**src/design/assert_macros.svh**
```systemverilog
// assertion macros for the circular list engine
`ifndef ASSERT_MACROS_SVH
`define ASSERT_MACROS_SVH

`ifndef NO_ASSERTIONS
`define CLE_ASSERT(name, clk, rst, prop, msg) \
  name: assert property (@(posedge clk) disable iff (rst) (prop)) else $error(msg);
`define CLE_ASSERT_NEXT(name, clk, rst, cond, prop, msg) \
  name: assert property (@(posedge clk) disable iff (rst) (cond) |=> (prop)) else $error(msg);
`else
`define CLE_ASSERT(name, clk, rst, prop, msg)
`define CLE_ASSERT_NEXT(name, clk, rst, cond, prop, msg)
`endif

`endif

```
**src/design/cle_pkg.sv**
```systemverilog
// types and constants of the circular list engine
`default_nettype none

package cle_pkg;

  localparam int OP_W   = 3;
  localparam int POS_W  = 7;
  localparam int ITEM_W = 32;
  localparam int STAT_W = 2;

  typedef enum logic [OP_W-1:0] {
    OP_INS_FRONT = 3'd0,
    OP_INS_AFTER = 3'd1,
    OP_INS_END   = 3'd2,
    OP_DEL_FRONT = 3'd3,
    OP_DEL_END   = 3'd4,
    OP_DEL_AT    = 3'd5,
    OP_DUMP      = 3'd6,
    OP_RSVD      = 3'd7   // unused code, dropped without a result
  } op_t;

  typedef enum logic [STAT_W-1:0] {
    ST_OK       = 2'd0,
    ST_EMPTY    = 2'd1,
    ST_NOTFOUND = 2'd2,
    ST_FULL     = 2'd3
  } status_t;

  typedef enum logic [3:0] {
    S_IDLE,
    S_DECODE,
    S_WALK,
    S_INS_RD,
    S_INS_WR1,
    S_INS_WR2,
    S_DEL_RD1,
    S_DEL_RD2,
    S_DEL_WR,
    S_DUMP_FETCH,
    S_DUMP_OUT,
    S_RESP
  } state_t;

  // controller to datapath
  typedef struct packed {
    logic    latch_in;
    logic    start;
    logic    walk_step;
    logic    prev_from_q;
    logic    ins_rd;
    logic    ins_wr1;
    logic    ins_wr2;
    logic    del_rd1;
    logic    del_rd2;
    logic    del_wr;
    logic    dump_fetch;
    logic    dump_out;
    logic    resp;
    status_t resp_status;
  } cmd_t;

  // datapath to controller
  typedef struct packed {
    logic [OP_W-1:0] op;
    logic            empty;
    logic            full;
    logic            pos_zero;
    logic            pos_gt_count;
    logic            count_one;
    logic            t_zero;
    logic            k_zero;
    logic            out_free;
  } sts_t;

endpackage

`default_nettype wire

```
**src/design/cle_ifs.sv**
```systemverilog
// request and response channel interfaces
`default_nettype none

interface cle_req_if import cle_pkg::*; ();
  logic                     valid;
  logic                     ready;
  logic [OP_W-1:0]          op;
  logic [POS_W-1:0]         position;
  logic signed [ITEM_W-1:0] value;
  modport source (output valid, op, position, value, input ready);
  modport sink (input valid, op, position, value, output ready);
endinterface

interface cle_rsp_if import cle_pkg::*; ();
  logic                     valid;
  logic                     ready;
  logic signed [ITEM_W-1:0] item;
  logic [STAT_W-1:0]        status;
  logic                     last;
  modport source (output valid, item, status, last, input ready);
  modport sink (input valid, item, status, last, output ready);
endinterface

`default_nettype wire

```
**src/design/cle_datapath.sv**
```systemverilog
// list stores, pointers, free-slot stack and output register
`default_nettype none

module cle_datapath import cle_pkg::*; #(
  parameter int CAPACITY = 64
) (
  input  wire logic                     clk,
  input  wire logic                     rst,
  input  wire cmd_t                     cmd,
  output sts_t                          sts,
  input  wire logic [OP_W-1:0]          in_op,
  input  wire logic [POS_W-1:0]         in_position,
  input  wire logic signed [ITEM_W-1:0] in_value,
  input  wire logic                     out_ready,
  output logic                          out_valid,
  output logic signed [ITEM_W-1:0]      out_item,
  output logic [STAT_W-1:0]             out_status,
  output logic                          out_last
);

  localparam int SW = $clog2(CAPACITY);
  localparam int CW = $clog2(CAPACITY + 1);

  logic signed [ITEM_W-1:0] value_mem [CAPACITY];
  logic [SW-1:0]            link_mem  [CAPACITY];
  logic [SW-1:0]            free_mem  [CAPACITY];

  logic [OP_W-1:0]          op_q;
  logic [POS_W-1:0]         pos_q;
  logic signed [ITEM_W-1:0] val_in;
  logic [SW-1:0]            tail;
  logic [CW-1:0]            count;
  logic [CW-1:0]            stack_cnt;
  logic [CW-1:0]            fresh;
  logic [POS_W-1:0]         k;
  logic [SW-1:0]            prev;
  logic [SW-1:0]            slot;
  logic [SW-1:0]            victim;
  logic [SW-1:0]            link_q;
  logic [SW-1:0]            free_q;
  logic signed [ITEM_W-1:0] val_q;

  logic [POS_W-1:0] count_ext;
  logic [POS_W-1:0] t;
  logic [SW-1:0]    link_rd_addr;
  logic             link_rd_en;
  logic             link_wr_en;
  logic [SW-1:0]    link_wr_addr;
  logic [SW-1:0]    link_wr_data;
  logic             pop_stack;
  logic [SW-1:0]    new_slot;
  logic             push_en;
  logic [SW-1:0]    push_slot;
  logic             out_free;

  assign count_ext = POS_W'(count);

  // walk target: number of link steps from the tail
  always_comb begin
    case (op_q)
      OP_INS_AFTER: t = pos_q;
      OP_INS_END:   t = count_ext;
      OP_DUMP:      t = count_ext;
      OP_DEL_END:   t = count_ext - POS_W'(1);
      OP_DEL_AT:    t = pos_q - POS_W'(1);
      default:      t = '0;
    endcase
  end

  // slot allocation: recycled slots first, then never-used ones
  assign pop_stack = (stack_cnt != '0);
  assign new_slot  = pop_stack ? free_q : fresh[SW-1:0];
  assign push_en   = cmd.del_wr;
  assign push_slot = (count == CW'(1)) ? tail : victim;

  // link store read address
  always_comb begin
    link_rd_addr = link_q;
    if (cmd.start) begin
      link_rd_addr = tail;
    end else if (cmd.ins_rd || cmd.del_rd1) begin
      link_rd_addr = prev;
    end
  end
  assign link_rd_en = cmd.start || cmd.walk_step || cmd.ins_rd || cmd.del_rd1 ||
                      cmd.del_rd2 || cmd.dump_fetch;

  // link store write port
  always_comb begin
    link_wr_en   = 1'b0;
    link_wr_addr = prev;
    link_wr_data = link_q;
    if (cmd.ins_wr1) begin
      link_wr_en   = 1'b1;
      link_wr_addr = new_slot;
      link_wr_data = (count == '0) ? new_slot : link_q;
    end else if (cmd.ins_wr2) begin
      link_wr_en   = 1'b1;
      link_wr_data = slot;
    end else if (cmd.del_wr && count != CW'(1)) begin
      link_wr_en   = 1'b1;
    end
  end

  // memories
  always_ff @(posedge clk) begin
    if (link_wr_en) begin
      link_mem[link_wr_addr] <= link_wr_data;
    end
    if (link_rd_en) begin
      link_q <= link_mem[link_rd_addr];
    end
  end

  always_ff @(posedge clk) begin
    if (cmd.ins_wr1) begin
      value_mem[new_slot] <= val_in;
    end
    if (cmd.dump_fetch) begin
      val_q <= value_mem[link_q];
    end
  end

  always_ff @(posedge clk) begin
    if (push_en) begin
      free_mem[stack_cnt[SW-1:0]] <= push_slot;
    end
    if (cmd.ins_rd) begin
      free_q <= free_mem[SW'(stack_cnt - CW'(1))];
    end
  end

  // payload registers
  always_ff @(posedge clk) begin
    if (cmd.latch_in) begin
      op_q   <= in_op;
      pos_q  <= in_position;
      val_in <= in_value;
    end
    if (cmd.start) begin
      prev <= tail;
    end else if (cmd.prev_from_q) begin
      prev <= link_q;
    end
    if (cmd.ins_wr1) begin
      slot <= new_slot;
    end
    if (cmd.del_rd2) begin
      victim <= link_q;
    end
  end

  // list control state
  always_ff @(posedge clk) begin
    if (rst) begin
      tail      <= '0;
      count     <= '0;
      stack_cnt <= '0;
      fresh     <= '0;
      k         <= '0;
    end else begin
      if (cmd.start) begin
        k <= t - POS_W'(1);
      end else if (cmd.walk_step || cmd.dump_out) begin
        k <= k - POS_W'(1);
      end
      if (cmd.ins_wr1) begin
        if (pop_stack) begin
          stack_cnt <= stack_cnt - CW'(1);
        end else begin
          fresh <= fresh + CW'(1);
        end
      end
      if (cmd.ins_wr2) begin
        if (count == '0 || t == count_ext) begin
          tail <= slot;
        end
        count <= count + CW'(1);
      end
      if (cmd.del_wr) begin
        stack_cnt <= stack_cnt + CW'(1);
        if (count == CW'(1)) begin
          tail  <= '0;
          count <= '0;
        end else begin
          if (t + POS_W'(1) == count_ext) begin
            tail <= prev;
          end
          count <= count - CW'(1);
        end
      end
    end
  end

  // output register
  assign out_free = !out_valid || out_ready;

  always_ff @(posedge clk) begin
    if (rst) begin
      out_valid <= 1'b0;
    end else if (cmd.resp || cmd.dump_out) begin
      out_valid <= 1'b1;
    end else if (out_ready) begin
      out_valid <= 1'b0;
    end
  end

  always_ff @(posedge clk) begin
    if (cmd.resp) begin
      out_item   <= '0;
      out_status <= cmd.resp_status;
      out_last   <= 1'b1;
    end else if (cmd.dump_out) begin
      out_item   <= val_q;
      out_status <= ST_OK;
      out_last   <= (k == '0);
    end
  end

  // status toward the controller
  always_comb begin
    sts.op           = op_q;
    sts.empty        = (count == '0);
    sts.full         = (count >= CW'(CAPACITY));
    sts.pos_zero     = (pos_q == '0);
    sts.pos_gt_count = (pos_q > count_ext);
    sts.count_one    = (count == CW'(1));
    sts.t_zero       = (t == '0);
    sts.k_zero       = (k == '0);
    sts.out_free     = out_free;
  end

endmodule

`default_nettype wire

```
**src/design/cle_ctrl.sv**
```systemverilog
// operation sequencer of the circular list engine
`default_nettype none

module cle_ctrl import cle_pkg::*; (
  input  wire logic clk,
  input  wire logic rst,
  input  wire logic in_valid,
  output logic      in_ready,
  input  wire sts_t sts,
  output cmd_t      cmd
);

  state_t  state;
  state_t  state_next;
  status_t stat;
  status_t chk_code;
  logic    chk_err;
  logic    is_ins;

  assign is_ins = (sts.op == OP_INS_FRONT) || (sts.op == OP_INS_AFTER) ||
                  (sts.op == OP_INS_END);

  // precondition checks in the order empty, position, full
  always_comb begin
    chk_err  = 1'b0;
    chk_code = ST_OK;
    case (sts.op)
      OP_INS_FRONT, OP_INS_END: begin
        if (sts.full) begin
          chk_err  = 1'b1;
          chk_code = ST_FULL;
        end
      end
      OP_INS_AFTER: begin
        if (sts.empty && !sts.pos_zero) begin
          chk_err  = 1'b1;
          chk_code = ST_EMPTY;
        end else if (sts.pos_gt_count) begin
          chk_err  = 1'b1;
          chk_code = ST_NOTFOUND;
        end else if (sts.full) begin
          chk_err  = 1'b1;
          chk_code = ST_FULL;
        end
      end
      OP_DEL_FRONT, OP_DEL_END, OP_DUMP: begin
        if (sts.empty) begin
          chk_err  = 1'b1;
          chk_code = ST_EMPTY;
        end
      end
      OP_DEL_AT: begin
        if (sts.empty) begin
          chk_err  = 1'b1;
          chk_code = ST_EMPTY;
        end else if (sts.pos_zero || sts.pos_gt_count) begin
          chk_err  = 1'b1;
          chk_code = ST_NOTFOUND;
        end
      end
      default: begin
        chk_err  = 1'b0;
        chk_code = ST_OK;
      end
    endcase
  end

  // state and status registers
  always_ff @(posedge clk) begin
    if (rst) begin
      state <= S_IDLE;
      stat  <= ST_OK;
    end else begin
      state <= state_next;
      if (state == S_DECODE) begin
        stat <= chk_code;
      end
    end
  end

  // next state
  always_comb begin
    state_next = state;
    case (state)
      S_IDLE: begin
        if (in_valid) begin
          state_next = S_DECODE;
        end
      end
      S_DECODE: begin
        case (sts.op)
          OP_INS_FRONT, OP_INS_AFTER, OP_INS_END: begin
            if (chk_err) begin
              state_next = S_RESP;
            end else begin
              state_next = sts.t_zero ? S_INS_RD : S_WALK;
            end
          end
          OP_DEL_FRONT, OP_DEL_END, OP_DEL_AT: begin
            if (chk_err) begin
              state_next = S_RESP;
            end else if (sts.count_one) begin
              state_next = S_DEL_WR;
            end else begin
              state_next = sts.t_zero ? S_DEL_RD1 : S_WALK;
            end
          end
          OP_DUMP: begin
            state_next = chk_err ? S_RESP : S_DUMP_FETCH;
          end
          default: state_next = S_IDLE;
        endcase
      end
      S_WALK: begin
        if (sts.k_zero) begin
          state_next = is_ins ? S_INS_RD : S_DEL_RD1;
        end
      end
      S_INS_RD:     state_next = S_INS_WR1;
      S_INS_WR1:    state_next = S_INS_WR2;
      S_INS_WR2:    state_next = S_RESP;
      S_DEL_RD1:    state_next = S_DEL_RD2;
      S_DEL_RD2:    state_next = S_DEL_WR;
      S_DEL_WR:     state_next = S_RESP;
      S_DUMP_FETCH: state_next = S_DUMP_OUT;
      S_DUMP_OUT: begin
        if (sts.out_free) begin
          state_next = sts.k_zero ? S_IDLE : S_DUMP_FETCH;
        end
      end
      S_RESP: begin
        if (sts.out_free) begin
          state_next = S_IDLE;
        end
      end
      default: state_next = S_IDLE;
    endcase
  end

  // datapath commands
  always_comb begin
    cmd             = '0;
    cmd.resp_status = stat;
    in_ready        = (state == S_IDLE);
    case (state)
      S_IDLE:       cmd.latch_in = in_valid;
      S_DECODE:     cmd.start = 1'b1;
      S_WALK: begin
        cmd.walk_step   = !sts.k_zero;
        cmd.prev_from_q = sts.k_zero;
      end
      S_INS_RD:     cmd.ins_rd = 1'b1;
      S_INS_WR1:    cmd.ins_wr1 = 1'b1;
      S_INS_WR2:    cmd.ins_wr2 = 1'b1;
      S_DEL_RD1:    cmd.del_rd1 = 1'b1;
      S_DEL_RD2:    cmd.del_rd2 = 1'b1;
      S_DEL_WR:     cmd.del_wr = 1'b1;
      S_DUMP_FETCH: cmd.dump_fetch = 1'b1;
      S_DUMP_OUT:   cmd.dump_out = sts.out_free;
      S_RESP:       cmd.resp = sts.out_free;
      default:      cmd = '0;
    endcase
  end

endmodule

`default_nettype wire

```
**src/design/circular_list_engine_unit.sv**
```systemverilog
// Circular singly linked list engine: holds up to CAPACITY signed 32-bit values in a
// value store and a link store, with a tail pointer, an element count and a slot
// allocator (a stack of recycled slots backed by a counter of never-used slots, so no
// clearing pass is needed after reset). One request is worked at a time; a request is
// taken only while the sequencer is idle, and results leave through an output register.
// Insert and delete walk to the neighbor element before writing, doing one link-store read per
// cycle, so the cost grows with the position (end delete and end-position insert walk the
// whole list); a failed check skips the walk and goes straight to the status result. A dump
// reads each element's link and then its value through the registered store reads before
// loading it into the output register. The sequencer returns to idle as the last result is
// loaded, which waits while the output register is held by the receiver. Op code 7 is
// dropped without a result.
`default_nettype none

module circular_list_engine_unit import cle_pkg::*; #(
  parameter int CAPACITY = 64
) (
  input wire logic clk,
  input wire logic rst,
  cle_req_if.sink  req,
  cle_rsp_if.source rsp
);

  `include "assert_macros.svh"

  cmd_t cmd;
  sts_t sts;
  logic out_load;

  assign out_load = cmd.resp || cmd.dump_out;

  // sequencer
  cle_ctrl u_ctrl (
    .clk      (clk),
    .rst      (rst),
    .in_valid (req.valid),
    .in_ready (req.ready),
    .sts      (sts),
    .cmd      (cmd)
  );

  // stores and pointers
  cle_datapath #(
    .CAPACITY (CAPACITY)
  ) u_dp (
    .clk         (clk),
    .rst         (rst),
    .cmd         (cmd),
    .sts         (sts),
    .in_op       (req.op),
    .in_position (req.position),
    .in_value    (req.value),
    .out_ready   (rsp.ready),
    .out_valid   (rsp.valid),
    .out_item    (rsp.item),
    .out_status  (rsp.status),
    .out_last    (rsp.last)
  );

  // checks
  `CLE_ASSERT(a_no_empty_full, clk, rst, !(sts.empty && sts.full), "list empty and full")
  `CLE_ASSERT(a_out_load_free, clk, rst, !out_load || sts.out_free, "result over held transfer")
  `CLE_ASSERT_NEXT(a_one_at_a_time, clk, rst, req.valid && req.ready, !req.ready, "request taken while busy")

endmodule

`default_nettype wire
```
**src/flat_wrapper.sv**
```systemverilog
// flat-port wrapper written by rule: the top's interface ports become plain ports
module circular_list_engine_unit_flat import cle_pkg::*;
#(
  parameter int CAPACITY = 64
)
  (clk, rst, req_valid, req_op, req_position, req_value, req_ready, rsp_valid, rsp_item, rsp_status, rsp_last, rsp_ready);
  cle_req_if req_i ();
  cle_rsp_if rsp_i ();
  input wire logic clk;
  input wire logic rst;
  input wire logic [$bits(req_i.valid)-1:0] req_valid;
  input wire logic [$bits(req_i.op)-1:0] req_op;
  input wire logic [$bits(req_i.position)-1:0] req_position;
  input wire logic [$bits(req_i.value)-1:0] req_value;
  output wire logic [$bits(req_i.ready)-1:0] req_ready;
  output wire logic [$bits(rsp_i.valid)-1:0] rsp_valid;
  output wire logic [$bits(rsp_i.item)-1:0] rsp_item;
  output wire logic [$bits(rsp_i.status)-1:0] rsp_status;
  output wire logic [$bits(rsp_i.last)-1:0] rsp_last;
  input wire logic [$bits(rsp_i.ready)-1:0] rsp_ready;
  assign req_i.valid = req_valid;
  assign req_i.op = req_op;
  assign req_i.position = req_position;
  assign req_i.value = req_value;
  assign req_ready = req_i.ready;
  assign rsp_valid = rsp_i.valid;
  assign rsp_item = rsp_i.item;
  assign rsp_status = rsp_i.status;
  assign rsp_last = rsp_i.last;
  assign rsp_i.ready = rsp_ready;
  circular_list_engine_unit #(.CAPACITY(CAPACITY)) u_core (.clk(clk), .rst(rst), .req(req_i), .rsp(rsp_i));
endmodule
```
**config.mk**
```make
export PLATFORM = sky130hd
export DESIGN_NAME = circular_list_engine_unit_flat
export DESIGN_NICKNAME = d
export VERILOG_FILES = /design/src/design/cle_pkg.sv /design/src/design/cle_ifs.sv /design/src/design/cle_datapath.sv /design/src/design/cle_ctrl.sv /design/src/design/circular_list_engine_unit.sv /design/src/flat_wrapper.sv
export VERILOG_INCLUDE_DIRS = /design/src /design/src/design
export SDC_FILE = /design/constraint.sdc
export NUM_CORES = 2
export LEC_CHECK = 0
export BUFFER_PORTS_ARGS = -buffer_cell sky130_fd_sc_hd__buf_2
export CAP_MARGIN = 25
export CELL_PAD_IN_SITES_DETAIL_PLACEMENT = 1
export CELL_PAD_IN_SITES_GLOBAL_PLACEMENT = 2
export CORE_UTILIZATION = 55
export DETAILED_ROUTE_END_ITERATION = 10
export GPL_TIMING_DRIVEN = 0
export HOLD_SLACK_MARGIN = 0.1
export PLACE_DENSITY_LB_ADDON = 0.12
export SLEW_MARGIN = 0
export SYNTH_ARGS = -nofsm -noshare
export SYNTH_HDL_FRONTEND = slang
export SYNTH_SLANG_ARGS = --single-unit
export TNS_END_PERCENT = 5
```
**constraint.sdc**
```tcl
create_clock -name clk -period 6.8 [get_ports clk]
set_input_delay 0.34 -clock clk [delete_from_list [all_inputs] [get_ports clk]]
set_output_delay 0.34 -clock clk [all_outputs]
set_load 0.03 [all_outputs]
```
==> impl_metrics.csv <==
group,metric,value,unit
clock_tree,cts_inserted_buffers,320,
place,dp.final_hpwl,229000,µm
global_route,pin_count_of_the_biggest_net_entering_global_routing,53,
setup_path,arrival,6.80,ns
global_route,grtUsageTotal,31.7,%
flow_run,max-cap-violations,0,
detailed_routing,drt-wirelength-per-cell,37.1,µm
detailed_routing,detail_route.iter0.violations,8158,
sta,period_share,90.4,%
sta,achievable_freq,163,MHz
pwr,totalPowerFinal,0.0602,W
logic_synthesis,synth_cells,5358,
logic_synthesis,ffs_latches_synth,2995,
global_route,leftover_overflow_at_the_end_of_global_routing,0,
logic_synthesis,synthDominantAreaCellType,"sky130_fd_sc_hd__edfxtp_1",
die,die-height,463,µm
detailed_routing,num_vias,60500,
logic_synthesis,yosysUniqueCellTypes,96,
clock_tree,cts.repair.resized,0,
sta,grt_setup_unrepaired,"false",
logic_synthesis,postSynth.topFlopCell,"sky130_fd_sc_hd__edfxtp_1",
setup_path,cp_cell_sequence,"clkbuf_1, buf_1, buf_1, inv_1, ha_1, or4b_4, buf_6, mux2i_4, nor2_1, nand3_1, nor2_4, buf_16",
pwr,power.density_cell_area,441,mW/mm²
setup_path,timing.critical_path.required,7.46,ns
setup_path,buffers_plus_inverters_on_the_worst_setup_path,6,
sta,report.final.hold_viol_count,0,
logic_synthesis,avgSynthCellArea,21.8,µm²
logic_synthesis,synth.most_common_cell,"sky130_fd_sc_hd__edfxtp_1",
logic_synthesis,synth_edf_count,2922,
place,place.gp.congestion,0.911,
logic_synthesis,synth_top_area_share,75.1,%
logic_synthesis,synth.top_cells.by_count,"sky130_fd_sc_hd__edfxtp_1 (2922), sky130_fd_sc_hd__mux4_2 (846), sky130_fd_sc_hd__nor2_1 (256)",
logic_synthesis,synthArstFlopShare,0,%
clock_tree,cts-root-to-sink-buffers,4,
setup_path,start_kind,"flip-flop",
logic_synthesis,syn-num-nets,5423,
sta,slew_headroom,25.3,%
setup_path,end_kind,"flip-flop",
logic_synthesis,top_cells_by_area_in_the_synthesized_netlist,"sky130_fd_sc_hd__edfxtp_1 (75%), sky130_fd_sc_hd__mux4_2 (16%), sky130_fd_sc_hd__dfxtp_1 (1.3%), sky130_fd_sc_hd__mux2i_1 (0.87%), sky130_fd_sc_hd__nor2_1 (0.82%)",
cells_and_area,layout.nets,6119,
sta,finalSetupViolations,0,
sta,period_needed,6.15,ns
die,full_die_area,0.214,mm²
detailed_routing,postRouteWirelength,338000,µm
cells_and_area,layout-drive-gt1-share,27.8,%
setup_path,worst-path-max-fanout,20,
global_route,grt_antenna_before_repair,30,
setup_path,worst_path_dominant_cell_family,"simple AND/OR/NAND/NOR gates",
detailed_routing,vias_per_instance,6.65,
logic_synthesis,synth_sequential_area_ratio,76.3,%
clock_tree,path_clk_slew,0.06,ns
pwr,ir_drop,0.328,mV
outcome,outcome,"complete, no violations",
clock_tree,clkLatencyLatePin,0.98,ns
die,core_region_area,0.210,mm²
clock_tree,root_buffer,"sky130_fd_sc_hd__clkbuf_16",
sta,fin_worst_skew,0.0694,ns
clock_tree,cts_max_level,5,
logic_synthesis,netlist_area,0.117,mm²
sta,finalMaxSlewViolations,0,
global_route,grt_first_pass_wirelength,473000,µm
die,placement_rows,168,
setup_path,critical-path-slowest-cell,"sky130_fd_sc_hd__nor2_4",
pwr,p_leak,43.0,nW
detailed_routing,antenna_violating_nets_remaining,0,
worst_hold_path,holdCritPathClass,"in -> reg",
logic_synthesis,synthesis.yosys.warnings,0,
die,i_o_pin_count,83,
clock_tree,tritoncts,"done",
detailed_routing,drc,0,
global_route,grt_pass1_vias,62100,
clock_tree,clock_sink_count,2995,
sta,worst_pin_slew,1.12,ns
cells_and_area,flow.area_growth_from_synthesis,16.8,%
setup_path,path_common_cell,"sky130_fd_sc_hd__buf_1",
place,place.port_buffers,82,
die,effective_utilization_at_floorplan,55.5,%
die,die_w,463,µm
setup_path,timing.setup.critical_path_class,"reg -> reg",
setup_path,cpPeakStageDelay,1.09,ns
detailed_routing,detail_route.first_pass.iterations,6,
sta,finalSetupTns,0,ns
metrics by stage:
step	cells	instance area, µm²	util (%)	hold WS [ns]	worst slack [ns]
2_1_floorplan	5358	117000	-	0.424	2.38
3_3_place_gp	8245	121000	57.4	0.424	-0.944
3_5_place_dp	8429	125000	59.5	0.429	0.712
4_1_cts	9046	136000	64.5	0.100	0.698
5_1_grt	9088	136000	64.8	0.137	0.535
6_report	9099	136000	64.8	0.156	0.653
per-layer routing:
metal  share of wire (%)  wire, µm  vias to the layer above  global-route usage, %
li1                    -         -                    24000                      -
met1                  39    132000                    32600                   44.2
met2                  48    161000                     3250                   49.3
met3                 9.0     30300                      635                   6.84
met4                 4.2     14400                       22                   13.0
met5               0.045       151                        -                      0
final cells by class:
class / count / area [µm²]
sequential: 2995 / 89200
fill: 16600 / 74000
multi-input combinational: 2028 / 26700
clock buffer: 397 / 8470
timing repair buffer: 374 / 5720
tap: 2805 / 3510
clock inverter: 153 / 1340
buffer: 292 / 1250
inverter: 43 / 161
antenna: 12 / 30.0
registers in the layout, indices dropped and copies added, names as in the netlist, 2 cells and up:
name	flops
u_core.u_ctrl.state	4
u_core.u_dp.val_in	32
u_core.u_dp.link_mem	384
u_core.u_dp.out_status	2
u_core.u_dp.slot	6
u_core.u_dp.fresh	6
u_core.u_dp.k	7
u_core.u_dp.count	7
u_core.u_dp.victim	6
u_core.u_dp.value_mem	2048
u_core.u_dp.free_q	6
u_core.u_dp.prev	6
u_core.u_dp.op_q	3
u_core.u_dp.pos_q	7
u_core.u_dp.link_q	6
u_core.u_dp.free_mem	384
u_core.u_dp.tail	6
u_core.u_dp.val_q	32
u_core.u_ctrl.stat	2
u_core.u_dp.stack_cnt	7
u_core.u_dp.out_item	32
layout by cell type (no fill, tap or decap), types with 64 or more instances in the layout:
| cell | instances |
|---|---|
| sky130_fd_sc_hd__nor2_1 | 192 |
| sky130_fd_sc_hd__nor2_4 | 64 |
| sky130_fd_sc_hd__edfxtp_1 | 2922 |
| sky130_fd_sc_hd__buf_16 | 76 |
| sky130_fd_sc_hd__mux2i_1 | 102 |
| sky130_fd_sc_hd__buf_2 | 112 |
| sky130_fd_sc_hd__buf_12 | 72 |
| sky130_fd_sc_hd__dfxtp_1 | 73 |
| sky130_fd_sc_hd__buf_8 | 68 |
| sky130_fd_sc_hd__dlygate4sd3_1 | 67 |
| sky130_fd_sc_hd__clkinv_1 | 77 |
| sky130_fd_sc_hd__nand2_1 | 214 |
| sky130_fd_sc_hd__buf_1 | 74 |
| sky130_fd_sc_hd__clkbuf_16 | 327 |
| sky130_fd_sc_hd__clkbuf_1 | 235 |
| sky130_fd_sc_hd__mux4_2 | 846 |
path summary, 6_finish.rpt:
check	endpoint	from	cells after the start	slack, ns
setup reg to reg	u_core.u_dp.value_mem[34][13]	u_core.u_dp.stack_cnt[0]	12	0.65
hold / removal	u_core.u_dp.pos_q[5]	req_position[5]	2	0.16
hold reg to reg	u_core.u_dp.out_item[8]	u_core.u_dp.out_item[8]	2	0.43
setup / recovery	u_core.u_dp.value_mem[34][13]	u_core.u_dp.stack_cnt[0]	12	0.65
kinds of logic after synthesis:
group                    Yosys count  share of synthesized area, %
flip-flops                      2995                          76.3
multiplexers                     957                          17.3
AND/OR/NAND/NOR                  718                          2.89
buffers and inverters            335                          1.21
AO/OA/AOI/OAI                    311                          1.88
XOR/XNOR                          23                         0.179
adder cells (fa/ha/maj)           19                         0.203
where the power goes:
part	switching (W)	internal [W]	total (W)
registers	0.000449	0.0220	0.0225
logic	0.0126	0.00832	0.0209
clock network	0.00708	0.00970	0.0168
total	0.0201	0.0401	0.0602
what timing repair did:
item / CTS / global route
hold buffers: 67 / 0
hold endpoints to repair: 67 / 0
setup buffers: 0 / 0
Power figures use the tool's default switching activity.
